`src/hw/rtl/cdt_pkg.sv`:
```
`timescale 1ns / 1ps
// Shared types, constants and helpers for the countdown timer slot bank.
package cdt_pkg;

  localparam int SLOTS  = 8;
  localparam int SLOT_W = (SLOTS > 1) ? $clog2(SLOTS) : 1;
  localparam int CNT_W  = $clog2(SLOTS + 1);
  localparam int IDX_W  = (SLOT_W > 3) ? SLOT_W : 3;

  localparam logic [8:0]  MAX_MINUTES  = 9'd480;
  localparam logic [14:0] SECS_PER_MIN = 15'd60;

  typedef enum logic [2:0] {
    MODE_CREATE   = 3'd0,
    MODE_START    = 3'd1,
    MODE_PAUSE    = 3'd2,
    MODE_RESUME   = 3'd3,
    MODE_STOP     = 3'd4,
    MODE_STOP_ALL = 3'd5,
    MODE_QUERY    = 3'd6,
    MODE_TICK     = 3'd7
  } mode_t;

  typedef enum logic [2:0] {
    PH_IDLE   = 3'd0,
    PH_RUN    = 3'd1,
    PH_PAUSE  = 3'd2,
    PH_DONE   = 3'd3,
    PH_CANCEL = 3'd4
  } phase_t;

  typedef enum logic [2:0] {
    ST_OK       = 3'd0,
    ST_ARG      = 3'd1,
    ST_NOTFOUND = 3'd2,
    ST_STATE    = 3'd3,
    ST_FULL     = 3'd4
  } status_t;

  typedef struct packed {
    logic [2:0] mode;
    logic [2:0] slot_index;
    logic [1:0] task_type;
    logic [8:0] length_minutes;
  } cmd_t;

  typedef struct packed {
    logic [2:0]  status;
    logic [2:0]  result_slot;
    logic [2:0]  slot_state;
    logic [1:0]  slot_type;
    logic [8:0]  slot_duration;
    logic [14:0] slot_remaining;
    logic [3:0]  running_count;
    logic [3:0]  affected_count;
  } rsp_t;

  // Controller to datapath.
  typedef struct packed {
    logic load;
    logic step;
    logic finish;
  } ctrl_cmd_t;

  // Datapath to controller.
  typedef struct packed {
    logic last;
  } dp_stat_t;

  function automatic logic [3:0] sat4(input logic [CNT_W-1:0] n);
    logic [3:0] r;
    if (32'(n) > 15) r = 4'd15;
    else r = 4'(n);
    return r;
  endfunction

endpackage

```
`src/hw/rtl/countdown_timer_slot_bank.sv`:
```
`timescale 1ns / 1ps
// Countdown timer slot bank: a bank of SLOTS countdown slots driven by one command per word.
//
// The cmd channel (cmd_valid/cmd_ready/cmd) takes one command word: create, start, pause,
// resume, stop, stop-all, query or the one-second tick. The rsp channel
// (rsp_valid/rsp_ready/rsp) returns exactly one response word per command.
// Every command walks all slots, one slot per cycle through a single update
// unit, and the response word is registered at the end of the walk. The block
// handles one command at a time: cmd_ready is high only while nothing is in
// flight, so the next command is taken in the cycle after the response is taken.
// If the receiver stalls, the response word is held in its output register and
// cmd_ready stays low until rsp_ready is seen.
// Reset (rst, synchronous) marks every slot free and returns the controller to
// idle; slot contents are not cleared, as a slot is only read once it is used.
module countdown_timer_slot_bank (
  input  logic           clk,
  input  logic           rst,
  input  logic           cmd_valid,
  output logic           cmd_ready,
  input  cdt_pkg::cmd_t  cmd,
  output logic           rsp_valid,
  input  logic           rsp_ready,
  output cdt_pkg::rsp_t  rsp
);

  cdt_pkg::ctrl_cmd_t ctl;
  cdt_pkg::dp_stat_t  stat;

  cdt_ctrl u_ctrl (
    .clk       (clk),
    .rst       (rst),
    .cmd_valid (cmd_valid),
    .cmd_ready (cmd_ready),
    .rsp_valid (rsp_valid),
    .rsp_ready (rsp_ready),
    .stat      (stat),
    .ctl       (ctl)
  );

  cdt_dp u_dp (
    .clk  (clk),
    .rst  (rst),
    .cmd  (cmd),
    .ctl  (ctl),
    .stat (stat),
    .rsp  (rsp)
  );

  // Only one word is ever in flight.
  assert property (@(posedge clk) disable iff (rst) !(cmd_ready && rsp_valid))
    else $error("command taken while a response is pending");

  // A taken response frees the block for the next command.
  assert property (@(posedge clk) disable iff (rst) (rsp_valid && rsp_ready) |=> cmd_ready)
    else $error("block not ready after response handoff");

  // A command never produces a response in the very next cycle.
  assert property (@(posedge clk) disable iff (rst) (cmd_valid && cmd_ready) |=> !rsp_valid)
    else $error("response appeared before the slot walk");

  // Counts never exceed the bank size.
  assert property (@(posedge clk) disable iff (rst)
      rsp_valid |-> (32'(rsp.running_count) <= cdt_pkg::SLOTS &&
                     32'(rsp.affected_count) <= cdt_pkg::SLOTS))
    else $error("slot count exceeds bank size");

endmodule

```
`src/hw/rtl/cdt_ctrl.sv`:
```
`timescale 1ns / 1ps
// Sequencing controller: takes a command word, walks the slots, hands off the response.
module cdt_ctrl (
  input  logic                clk,
  input  logic                rst,
  input  logic                cmd_valid,
  output logic                cmd_ready,
  output logic                rsp_valid,
  input  logic                rsp_ready,
  input  cdt_pkg::dp_stat_t   stat,
  output cdt_pkg::ctrl_cmd_t  ctl
);

  typedef enum logic [2:0] {
    S_IDLE = 3'b001,
    S_WALK = 3'b010,
    S_DONE = 3'b100
  } state_t;

  state_t state, state_next;

  always_ff @(posedge clk) begin
    if (rst) begin
      state <= S_IDLE;
    end else begin
      state <= state_next;
    end
  end

  always_comb begin
    state_next = state;
    case (state)
      S_IDLE: begin
        if (cmd_valid) state_next = S_WALK;
      end
      S_WALK: begin
        if (stat.last) state_next = S_DONE;
      end
      S_DONE: begin
        if (rsp_ready) state_next = S_IDLE;
      end
      default: state_next = S_IDLE;
    endcase
  end

  assign cmd_ready  = (state == S_IDLE);
  assign rsp_valid  = (state == S_DONE);
  assign ctl.load   = (state == S_IDLE) && cmd_valid;
  assign ctl.step   = (state == S_WALK);
  assign ctl.finish = (state == S_WALK) && stat.last;

endmodule

```
`src/hw/rtl/cdt_dp.sv`:
```
`timescale 1ns / 1ps
// Slot storage and the per-slot update logic, visited one slot per cycle.
module cdt_dp (
  input  logic                clk,
  input  logic                rst,
  input  cdt_pkg::cmd_t       cmd,
  input  cdt_pkg::ctrl_cmd_t  ctl,
  output cdt_pkg::dp_stat_t   stat,
  output cdt_pkg::rsp_t       rsp
);

  logic                        used [cdt_pkg::SLOTS];
  cdt_pkg::phase_t             phase [cdt_pkg::SLOTS];
  logic [1:0]                  kind [cdt_pkg::SLOTS];
  logic [8:0]                  mins [cdt_pkg::SLOTS];
  logic [14:0]                 secs [cdt_pkg::SLOTS];

  logic [cdt_pkg::SLOT_W-1:0]  cnt;
  cdt_pkg::mode_t              mode;
  logic [2:0]                  idx;
  logic [1:0]                  kind_in;
  logic [8:0]                  mins_in;
  logic                        args_ok;
  logic                        claimed;
  cdt_pkg::status_t            status, status_next;
  logic [2:0]                  rslot, rslot_next;
  logic [2:0]                  q_state, q_state_next;
  logic [1:0]                  q_type, q_type_next;
  logic [8:0]                  q_dur, q_dur_next;
  logic [14:0]                 q_rem, q_rem_next;
  logic [cdt_pkg::CNT_W-1:0]   run_cnt, run_cnt_next;
  logic [cdt_pkg::CNT_W-1:0]   aff_cnt, aff_cnt_next;

  // Current slot and its update.
  logic                        cur_used, used_new;
  cdt_pkg::phase_t             cur_ph, ph_new;
  logic [14:0]                 cur_sec, sec_new, sec_dec;
  logic                        claim, hit, aff_inc;
  cdt_pkg::status_t            final_status;

  assign cur_used = used[cnt];
  assign cur_ph   = phase[cnt];
  assign cur_sec  = secs[cnt];
  assign hit      = (cdt_pkg::IDX_W'(cnt) == cdt_pkg::IDX_W'(idx));
  assign claim    = (mode == cdt_pkg::MODE_CREATE) && args_ok && !claimed && !cur_used;
  assign sec_dec  = (cur_sec != 15'd0) ? cur_sec - 15'd1 : 15'd0;

  assign stat.last = (32'(cnt) == cdt_pkg::SLOTS - 1);

  always_comb begin
    used_new     = cur_used;
    ph_new       = cur_ph;
    sec_new      = cur_sec;
    aff_inc      = 1'b0;
    status_next  = status;
    rslot_next   = rslot;
    q_state_next = q_state;
    q_type_next  = q_type;
    q_dur_next   = q_dur;
    q_rem_next   = q_rem;
    case (mode)
      cdt_pkg::MODE_CREATE: begin
        if (claim) begin
          used_new    = 1'b1;
          ph_new      = cdt_pkg::PH_IDLE;
          sec_new     = 15'(15'(mins_in) * cdt_pkg::SECS_PER_MIN);
          status_next = cdt_pkg::ST_OK;
          rslot_next  = 3'(cnt);
        end
      end
      cdt_pkg::MODE_STOP_ALL: begin
        if (cur_used && (cur_ph inside {cdt_pkg::PH_IDLE, cdt_pkg::PH_RUN,
                                        cdt_pkg::PH_PAUSE})) begin
          used_new = 1'b0;
          ph_new   = cdt_pkg::PH_CANCEL;
          aff_inc  = 1'b1;
        end
      end
      cdt_pkg::MODE_TICK: begin
        if (cur_used && cur_ph == cdt_pkg::PH_RUN) begin
          sec_new = sec_dec;
          if (sec_dec == 15'd0) begin
            ph_new  = cdt_pkg::PH_DONE;
            aff_inc = 1'b1;
          end
        end
      end
      default: begin
        // Single-slot commands act only when the walk reaches the addressed slot.
        if (hit) begin
          if (!cur_used) begin
            status_next = cdt_pkg::ST_NOTFOUND;
          end else begin
            status_next = cdt_pkg::ST_OK;
            case (mode)
              cdt_pkg::MODE_START: begin
                if (cur_ph == cdt_pkg::PH_IDLE) ph_new = cdt_pkg::PH_RUN;
                else status_next = cdt_pkg::ST_STATE;
              end
              cdt_pkg::MODE_PAUSE: begin
                if (cur_ph == cdt_pkg::PH_RUN) ph_new = cdt_pkg::PH_PAUSE;
                else status_next = cdt_pkg::ST_STATE;
              end
              cdt_pkg::MODE_RESUME: begin
                if (cur_ph == cdt_pkg::PH_PAUSE) ph_new = cdt_pkg::PH_RUN;
                else status_next = cdt_pkg::ST_STATE;
              end
              cdt_pkg::MODE_STOP: begin
                used_new = 1'b0;
                ph_new   = cdt_pkg::PH_CANCEL;
              end
              default: begin
                q_state_next = cur_ph;
                q_type_next  = kind[cnt];
                q_dur_next   = mins[cnt];
                q_rem_next   = cur_sec;
              end
            endcase
          end
        end
      end
    endcase
  end

  assign run_cnt_next = run_cnt +
      cdt_pkg::CNT_W'(used_new && ph_new == cdt_pkg::PH_RUN);
  assign aff_cnt_next = aff_cnt + cdt_pkg::CNT_W'(aff_inc);

  always_comb begin
    final_status = status_next;
    if (mode == cdt_pkg::MODE_STOP_ALL) begin
      final_status = (aff_cnt_next != '0) ? cdt_pkg::ST_OK : cdt_pkg::ST_NOTFOUND;
    end
  end

  // Control and used flags.
  always_ff @(posedge clk) begin
    if (rst) begin
      for (int i = 0; i < cdt_pkg::SLOTS; i++) used[i] <= 1'b0;
      cnt     <= '0;
      claimed <= 1'b0;
    end else if (ctl.load) begin
      cnt     <= '0;
      claimed <= 1'b0;
    end else if (ctl.step) begin
      used[cnt] <= used_new;
      if (claim) claimed <= 1'b1;
      if (!stat.last) cnt <= cnt + cdt_pkg::SLOT_W'(1);
    end
  end

  // Slot contents, valid only while the slot is used.
  always_ff @(posedge clk) begin
    if (ctl.step) begin
      phase[cnt] <= ph_new;
      secs[cnt]  <= sec_new;
      if (claim) begin
        kind[cnt] <= kind_in;
        mins[cnt] <= mins_in;
      end
    end
  end

  // Per-word working registers and the response word.
  always_ff @(posedge clk) begin
    if (ctl.load) begin
      mode    <= cdt_pkg::mode_t'(cmd.mode);
      idx     <= cmd.slot_index;
      kind_in <= cmd.task_type;
      mins_in <= cmd.length_minutes;
      args_ok <= cmd.length_minutes inside {[9'd1:cdt_pkg::MAX_MINUTES]};
      rslot   <= 3'd0;
      q_state <= 3'd0;
      q_type  <= 2'd0;
      q_dur   <= 9'd0;
      q_rem   <= 15'd0;
      run_cnt <= '0;
      aff_cnt <= '0;
      case (cdt_pkg::mode_t'(cmd.mode))
        cdt_pkg::MODE_CREATE: begin
          if (cmd.length_minutes inside {[9'd1:cdt_pkg::MAX_MINUTES]}) status <= cdt_pkg::ST_FULL;
          else status <= cdt_pkg::ST_ARG;
        end
        cdt_pkg::MODE_STOP_ALL, cdt_pkg::MODE_TICK: status <= cdt_pkg::ST_OK;
        default: begin
          // An index that no slot matches stays an argument error.
          status <= cdt_pkg::ST_ARG;
          rslot  <= cmd.slot_index;
        end
      endcase
    end else if (ctl.step) begin
      status  <= status_next;
      rslot   <= rslot_next;
      q_state <= q_state_next;
      q_type  <= q_type_next;
      q_dur   <= q_dur_next;
      q_rem   <= q_rem_next;
      run_cnt <= run_cnt_next;
      aff_cnt <= aff_cnt_next;
    end
    if (ctl.finish) begin
      rsp.status         <= final_status;
      rsp.result_slot    <= rslot_next;
      rsp.slot_state     <= q_state_next;
      rsp.slot_type      <= q_type_next;
      rsp.slot_duration  <= q_dur_next;
      rsp.slot_remaining <= q_rem_next;
      rsp.running_count  <= cdt_pkg::sat4(run_cnt_next);
      rsp.affected_count <= ((mode == cdt_pkg::MODE_STOP_ALL) || (mode == cdt_pkg::MODE_TICK))
                            ? cdt_pkg::sat4(aff_cnt_next) : 4'd0;
    end
  end

endmodule

```
`config.mk`:
```
export PLATFORM = sky130hd
export DESIGN_NAME = countdown_timer_slot_bank
export DESIGN_NICKNAME = d
export VERILOG_FILES = /design/src/hw/rtl/cdt_pkg.sv /design/src/hw/rtl/countdown_timer_slot_bank.sv /design/src/hw/rtl/cdt_ctrl.sv /design/src/hw/rtl/cdt_dp.sv
export SDC_FILE = /design/constraint.sdc
export NUM_CORES = 1
export LEC_CHECK = 0
export BUFFER_PORTS_ARGS = -buffer_cell sky130_fd_sc_hd__buf_4
export CAP_MARGIN = 30
export CORE_AREA = 2 2 172 174
export DETAILED_ROUTE_END_ITERATION = 8
export DIE_AREA = 0 0 174 176
export PLACE_DENSITY = 0.88
export REMOVE_ABC_BUFFERS = 1
export SKIP_LAST_GASP = 1
export SLEW_MARGIN = 20
export SYNTH_ARGS = -nofsm -noshare
export SYNTH_HDL_FRONTEND = slang
export SYNTH_SLANG_ARGS = --single-unit
```
`constraint.sdc`:
```
create_clock -name clk -period 4.7 [get_ports clk]
set_input_delay 0.47 -clock clk [delete_from_list [all_inputs] [get_ports clk]]
set_output_delay 0.47 -clock clk [all_outputs]
set_load 0.01 [all_outputs]
```
Yosys cells after proc, flatten, opt, wreduce, memory -nomap -nowiden. Memory sizes are Yosys's and may differ from the RTL's. A register that Yosys moved wholly into a read port is not among the register bits. Index checks and enable logic that the tools add are counted.

Bits of input ports: 21. Latch bits: 0. Output and inout bits: 45. Memory bits (read-only): 0. Flip-flop bits (word level): 111. Logic and storage cells: 173. RAM bits: 240. Memories: 5.

Muxes and demuxes: 87. Shifts and indexed selects: 0. Divide/modulo/power cells: 0. Reductions and logical operators: 30. Add/sub/neg operators: 4. $mul: 1. Magnitude comparators: 2. Bitwise logic cells: 1. Equality and inequality tests: 19.

Memory list: u_dp.secs (words 8, bits a word 15, read ports 1, clocked after Yosys merged registers in 1, write ports 1, RTL line cdt_dp.sv:16) `logic [14:0] secs [cdt_pkg::SLOTS];`; u_dp.mins (words 8, bits a word 9, read ports 1, clocked after Yosys merged registers in 1, write ports 1, RTL line cdt_dp.sv:15) `logic [8:0] mins [cdt_pkg::SLOTS];`; u_dp.phase (words 8, bits a word 3, read ports 1, clocked after Yosys merged registers in 1, write ports 1, RTL line cdt_dp.sv:13) `cdt_pkg::phase_t phase [cdt_pkg::SLOTS];`; u_dp.kind (words 8, bits a word 2, read ports 1, clocked after Yosys merged registers in 1, write ports 1, RTL line cdt_dp.sv:14) `logic [1:0] kind [cdt_pkg::SLOTS];`; u_dp.used (words 8, bits a word 1, read ports 1, clocked after Yosys merged registers in 1, write ports 8, RTL line cdt_dp.sv:12) `logic used [cdt_pkg::SLOTS];`.

Operator list (count): 2-to-1 mux 3 bit (39); 2-to-1 mux 15 bit (7); 2-to-1 mux 9 bit (4); case mux 15 bit (2 select lines) (1); case mux 3 bit (3 select lines) (3); equality test 3 bit, second input constant (7); 2-to-1 mux 1 bit (20); 2-to-1 mux 2 bit (8); zero test 15 bit (1); nonzero test 15 bit (1); subtractor 15 x 1 -> 15 bit, second input constant (1); multiplier 9 x 4 -> 13 bit, second input constant (1); equality test 3 x 1 -> 1 bit, second input constant (4); equality test 3 x 2 -> 1 bit, second input constant (4); case mux 3 bit (2 select lines) (2); case mux 3 bit (4 select lines) (1); greater-or-equal comparator 9 x 1 -> 1 bit, second input constant (1); less-or-equal comparator 9 bit, second input constant (1); logical AND 1 bit (9); zero test 3 bit (3); adder 4 x 1 -> 4 bit (2); OR reduction 2 bit (3); OR reduction 3 bit (2); != test 2 x 1 -> 1 bit, second input constant (2); other kinds (15) (17).

Depth between registers and ports, before layout.
Depth in word-level cells: 10. Mapped depth: 20. Mapped depth without buffers: 15.

Hierarchy. A second synthesis with hierarchy kept.

Cell total of the unflattened synthesis: 1056. Area, all modules: 15857.7 um^2.

By module, submodules not included: cdt_dp (seq. area each 10099.7 um^2, area each 15643.8 um^2, cells an instance 1032, times used 1); cdt_ctrl (seq. area each 60.1 um^2, area each 214.0 um^2, cells an instance 24, times used 1).

Worst setup path after synthesis. No wires, ideal clock.

Path kind: flip-flop to flip-flop. Start: register with a tool-made name. End: register u_dp.rsp[6] (netlist name). Library setup time: 260 ps. Arrival: 4483 ps. Clock period less this slack: 4742 ps. Stages on the path, launching flop included: 18. Setup slack: -42 ps. Buffers on the path: 5. Data required time: 4440 ps. Path through: dfxtp_1 > buf_2 > buf_2 > buf_2 > buf_2 > buf_1 > mux2i_1 > ha_1 > and2_1 > nand3_1 > nor3b_1 > o21bai_1 > a311o_1 > a221oi_2 > nor4bb_1 > ha_1 > ha_1 > xor2_1.

Final worst setup path.
Start: register u_dp.mins_in[0]. End: memory u_dp.secs[1][14], data pin.

Cells in the longest elaborated chain, start to end: 3.

RTL lines: start: declaration (RTL line cdt_dp.sv:22) `logic [8:0] mins_in;`; start signal: assignment (RTL line cdt_dp.sv:170) `mins_in <= cmd.length_minutes;`; multiplier 9 x 4 -> 13 bit (RTL line cdt_dp.sv:66) `sec_new = 15'(15'(mins_in) * cdt_pkg::SECS_PER_MIN);`; 2-to-1 mux 15 bit (RTL line cdt_dp.sv:63) `if (claim) begin`; case mux 15 bit (2 select lines) (RTL line cdt_dp.sv:61) `case (mode)`; named net u_dp.sec_new[14] (RTL line cdt_dp.sv:37) `logic [14:0] cur_sec, sec_new, sec_dec;`; end: declaration (RTL line cdt_dp.sv:16).

The timed path passes the listed nets, and every way through them passes these cells.

==> flow_summary.rst <==
.. list-table::
   :header-rows: 1

   * - Metric
     - Value
   * - Run status
     - finished, final reports clean
   * - Async SR Flop Fraction
     - 0%
   * - Total of fill cells in the finished design
     - 1887
   * - Crit-path cells
     - fa_1 > inv_1 > fa_1 > inv_1 > fa_1 > a21o_1 > a21o_1 > a21o_1 > a21oi_1 > o21ai_0 > a31oi_1 > xnor2_1 > a211oi_1 > a21oi_2 > buf_4
   * - Vias in the first global route
     - approximately 11000
   * - Source-to-sink clock delay at the later pin of the worst-skew pair
     - ~540 ps
   * - Sum of negative setup slack
     - 0 ps
   * - Max Freq
     - approximately 0.22 GHz
   * - Type of element launching the critical path
     - flop
   * - Antenna violations before repair
     - 0
   * - Worst-case clock buffer depth
     - 3
   * - Final setup margin
     - approximately 180 ps
   * - Die Span Y
     - 176 um
   * - DRT Pass-1 Iters
     - 6
   * - DP Area
     - ~17000 um^2
   * - Warnings from Yosys
     - 0
   * - Hold WS
     - around 110 ps
   * - Residual antenna-violating net count after detailed routing
     - 0
   * - Met3 global-route usage
     - between 4 and 5%
   * - Shortest clock period the worst path allows after layout
     - between 4000 and 5000 ps
   * - Post-synth top flop
     - edfxtp_1
   * - Hold violation total from the final report
     - 0
   * - Nets@finish
     - between 1000 and 1500
   * - Classification of the worst setup path
     - flop to flop
   * - Max rail drop VDD
     - roughly 220 uV
   * - Maxcap violations
     - 0
   * - Drt drc
     - 0
   * - Cell variety after synth
     - a little over 70
   * - Crit-path leading delay family
     - compound AO/OA/AOI/OAI gates
   * - Gate count of the mapped netlist
     - 1120
   * - Post-DR vias/cell
     - around 6.6
   * - Root buffer cell
     - clkbuf_16
   * - Global-route wire length before repair
     - between 50000 and 60000 um
   * - Required time reported for the critical path endpoint
     - ~5000 ps
   * - Routed length per instance
     - between 20 and 25 um
   * - Max FO, Critical Path
     - 8
   * - Standard-cell rows
     - 62
   * - Class of the tightest hold or removal check
     - input pin to flop
   * - Cell count after placement
     - ~1600
   * - Worst endpoint data arrival time
     - roughly 4800 ps
   * - Static power due to leakage
     - around 6.2 nW
   * - Final routed wirelength across all metal layers
     - approximately 40000 um
   * - TritonCTS Sinks
     - between 300 and 400
   * - Count of vias placed by the detailed router
     - 10800
   * - Clk pin slew, worst setup/hold paths
     - about 60 ps
   * - Most frequent standard cell in the layout excluding fill and tap cells
     - edfxtp_1
   * - Met1 global-route usage
     - about a third
   * - Port buffer count
     - 65
   * - Initial standard-cell utilization of the core
     - 55.8%
   * - Worst slew pin tran
     - a little under 1000 ps
   * - Mean Syn Cell Area
     - roughly 14 um^2
   * - Slowest cell delay on critical path
     - roughly 620 ps
   * - DR iter-0 viols
     - around 1600
   * - Final weighted congestion in routability-driven placement
     - between 0.9 and 1
   * - Flip-flop and latch count after synthesis
     - ~350
   * - Setup-failing EPs final
     - 0
   * - Congestion Overflow GR
     - 0
   * - Number of buffers created by CTS
     - 34
   * - Area overhead of the layout relative to synthesis
     - 15.1%
   * - Power per standard cell area
     - between 300 and 400 nW/um^2
   * - Number of standard cells in the layout, taps in and fillers out
     - between 1500 and 2000
   * - Slowest cell on crit path
     - fa_1
   * - Die area
     - ~30000 um^2
   * - Layout cell share with drive strength beyond 1
     - a little over 20%
   * - Global-route layer with the greatest usage
     - met2
   * - Type of destination of the critical path
     - flop
   * - Reg-to-reg setup timing slack
     - between 150 and 200 ps
   * - Antenna diode instance count
     - 0
   * - WP buf/inv
     - 3
   * - Setup clock skew after layout
     - roughly 32 ps
   * - Most frequent cells in the layout
     - edfxtp_1 (307), nand2_1 (124), buf_4 (120)
   * - Post-route design area
     - 18300 um^2
   * - Number of synthesized flops with an enable pin
     - about 310
   * - Pre-CTS setup slack
     - -129 ps
   * - Routing usage on met2
     - roughly 41%
   * - Relative slew slack
     - approximately 33%
   * - Placed wire-length estimate after detailed placement
     - between 20000 and 25000 um
   * - Final slew viol count
     - 0
   * - Horiz. Die Dim
     - approximately 170 um
   * - Clock tree from TritonCTS
     - built
   * - Overall routing resource usage
     - approximately a quarter
   * - Portion of the clock cycle consumed by the worst path in the final layout
     - 96.3%
   * - Post-synthesis sequential area ratio
     - ~64%
   * - Cell area after synthesis
     - approximately 16000 um^2
   * - Maximum number of pins on one net before global-route repair
     - 56
   * - I/O pin count
     - 66
   * - H-tree level count
     - 2
   * - Core Area
     - between 20000 and 30000 um^2
[worst register-to-register path: stages (launching register included)]
cell,delay [ps]
edfxtp_1,510
fa_1,620
inv_1,80
fa_1,520
inv_1,70
fa_1,400
a21o_1,210
a21o_1,210
a21o_1,200
a21oi_1,270
o21ai_0,200
a31oi_1,240
xnor2_1,160
a211oi_1,330
a21oi_2,50
buf_4,190
[timing repair]
item                       in CTS  in global routing
resized for setup               1                  1
setup endpoints to repair       8                 11
setup buffers                   0                  8
hold buffers                    0                  0
[layout make-up]
class,count,area [um^2],area share [%]
multi-input cells,684,5440,29.7
clock buffers,46,906,4.94
repair buffers,130,1070,5.82
clock inverters,15,174,0.949
flip-flops and latches,354,10200,55.5
well taps,384,480,2.62
inverters,26,97.6,0.532
[flip-flops by register name, summed over array words and instances, names as in the netlist, 9 cells and up, named ones only]
| signal | flops |
|---|---|
| u_dp.mins | 72 |
| u_dp.q_rem | 15 |
| u_dp.q_dur | 9 |
| u_dp.secs | 120 |
| u_dp.kind | 16 |
| u_dp.mins_in | 9 |
| u_dp.rsp | 43 |
| u_dp.phase | 24 |
[worst paths after layout]
kind                   startpoint                to  cells after the start
setup / recovery  u_dp.mins_in[0]  u_dp.secs[1][14]                     15
hold / removal             cmd[9]   u_dp.kind_in[0]                      1
setup reg to reg  u_dp.mins_in[0]  u_dp.secs[1][14]                     15
hold reg to reg     u_dp.q_rem[1]     u_dp.q_rem[1]                      2
[per-layer routing]
layer  up-vias  share of wire (%)
met2       837                 49
li1       4533                  -
met1      5274                 36
met5         -                  0
met4         0                4.6
met3       143                 11
[power by group]
| group | switching [W] | total [W] | leakage, nW | internal, W |
|---|---|---|---|---|
| logic | 0.000321 | 0.000521 | 2.48 | 0.000200 |
| clock network | 0.00115 | 0.00269 | 0.518 | 0.00153 |
| registers | 0.0000382 | 0.00349 | 3.17 | 0.00345 |
| total | 0.00151 | 0.00670 | 6.17 | 0.00519 |
[cell usage after synthesis (9+ instances only)]
library cell	number	share of area, %
nand2b_1	17	0.67
buf_2	12	0.38
nor3_1	38	1.2
nor2_1	63	1.5
o21ai_0	71	2.2
inv_1	25	0.59
xnor2_1	14	0.77
buf_1	10	0.24
nand3_1	26	0.82
clkbuf_1	31	0.73
mux2i_1	37	2.3
fa_1	15	1.9
nor3b_1	10	0.47
a31oi_1	11	0.43
nand2_1	124	2.9
a21o_1	9	0.42
o2bb2ai_1	15	0.83
dfxtp_1	47	5.9
edfxtp_1	307	58
ha_1	24	1.9
a21oi_1	22	0.69
mux4_2	57	8.1
[kinds of logic (layout without fill, tap and decap cells)]
family                   Yosys count  in the layout  synth area share [%]
AO/OA/AOI/OAI                    188            188                  7.88
adder cells (fa/ha/maj)           39             39                  3.77
AND/OR/NAND/NOR                  331            331                  9.95
XOR/XNOR                          22             22                  1.21
buffers and inverters             82            217                  2.15
multiplexers                     104            104                  11.2
flip-flops                       354            354                  63.8
[per-stage QoR]
| stage | power, W | utilization, % |
|---|---|---|
| 2_1_floorplan | 0.00387 | - |
| 3_3_place_gp | 0.00400 | 59.7 |
| 3_5_place_dp | 0.00404 | 59.9 |
| 4_1_cts | 0.00668 | 63.7 |
| 5_1_grt | 0.00686 | 64.2 |
| 6_report | 0.00670 | 64.2 |
Power figures use the tool's default switching activity.
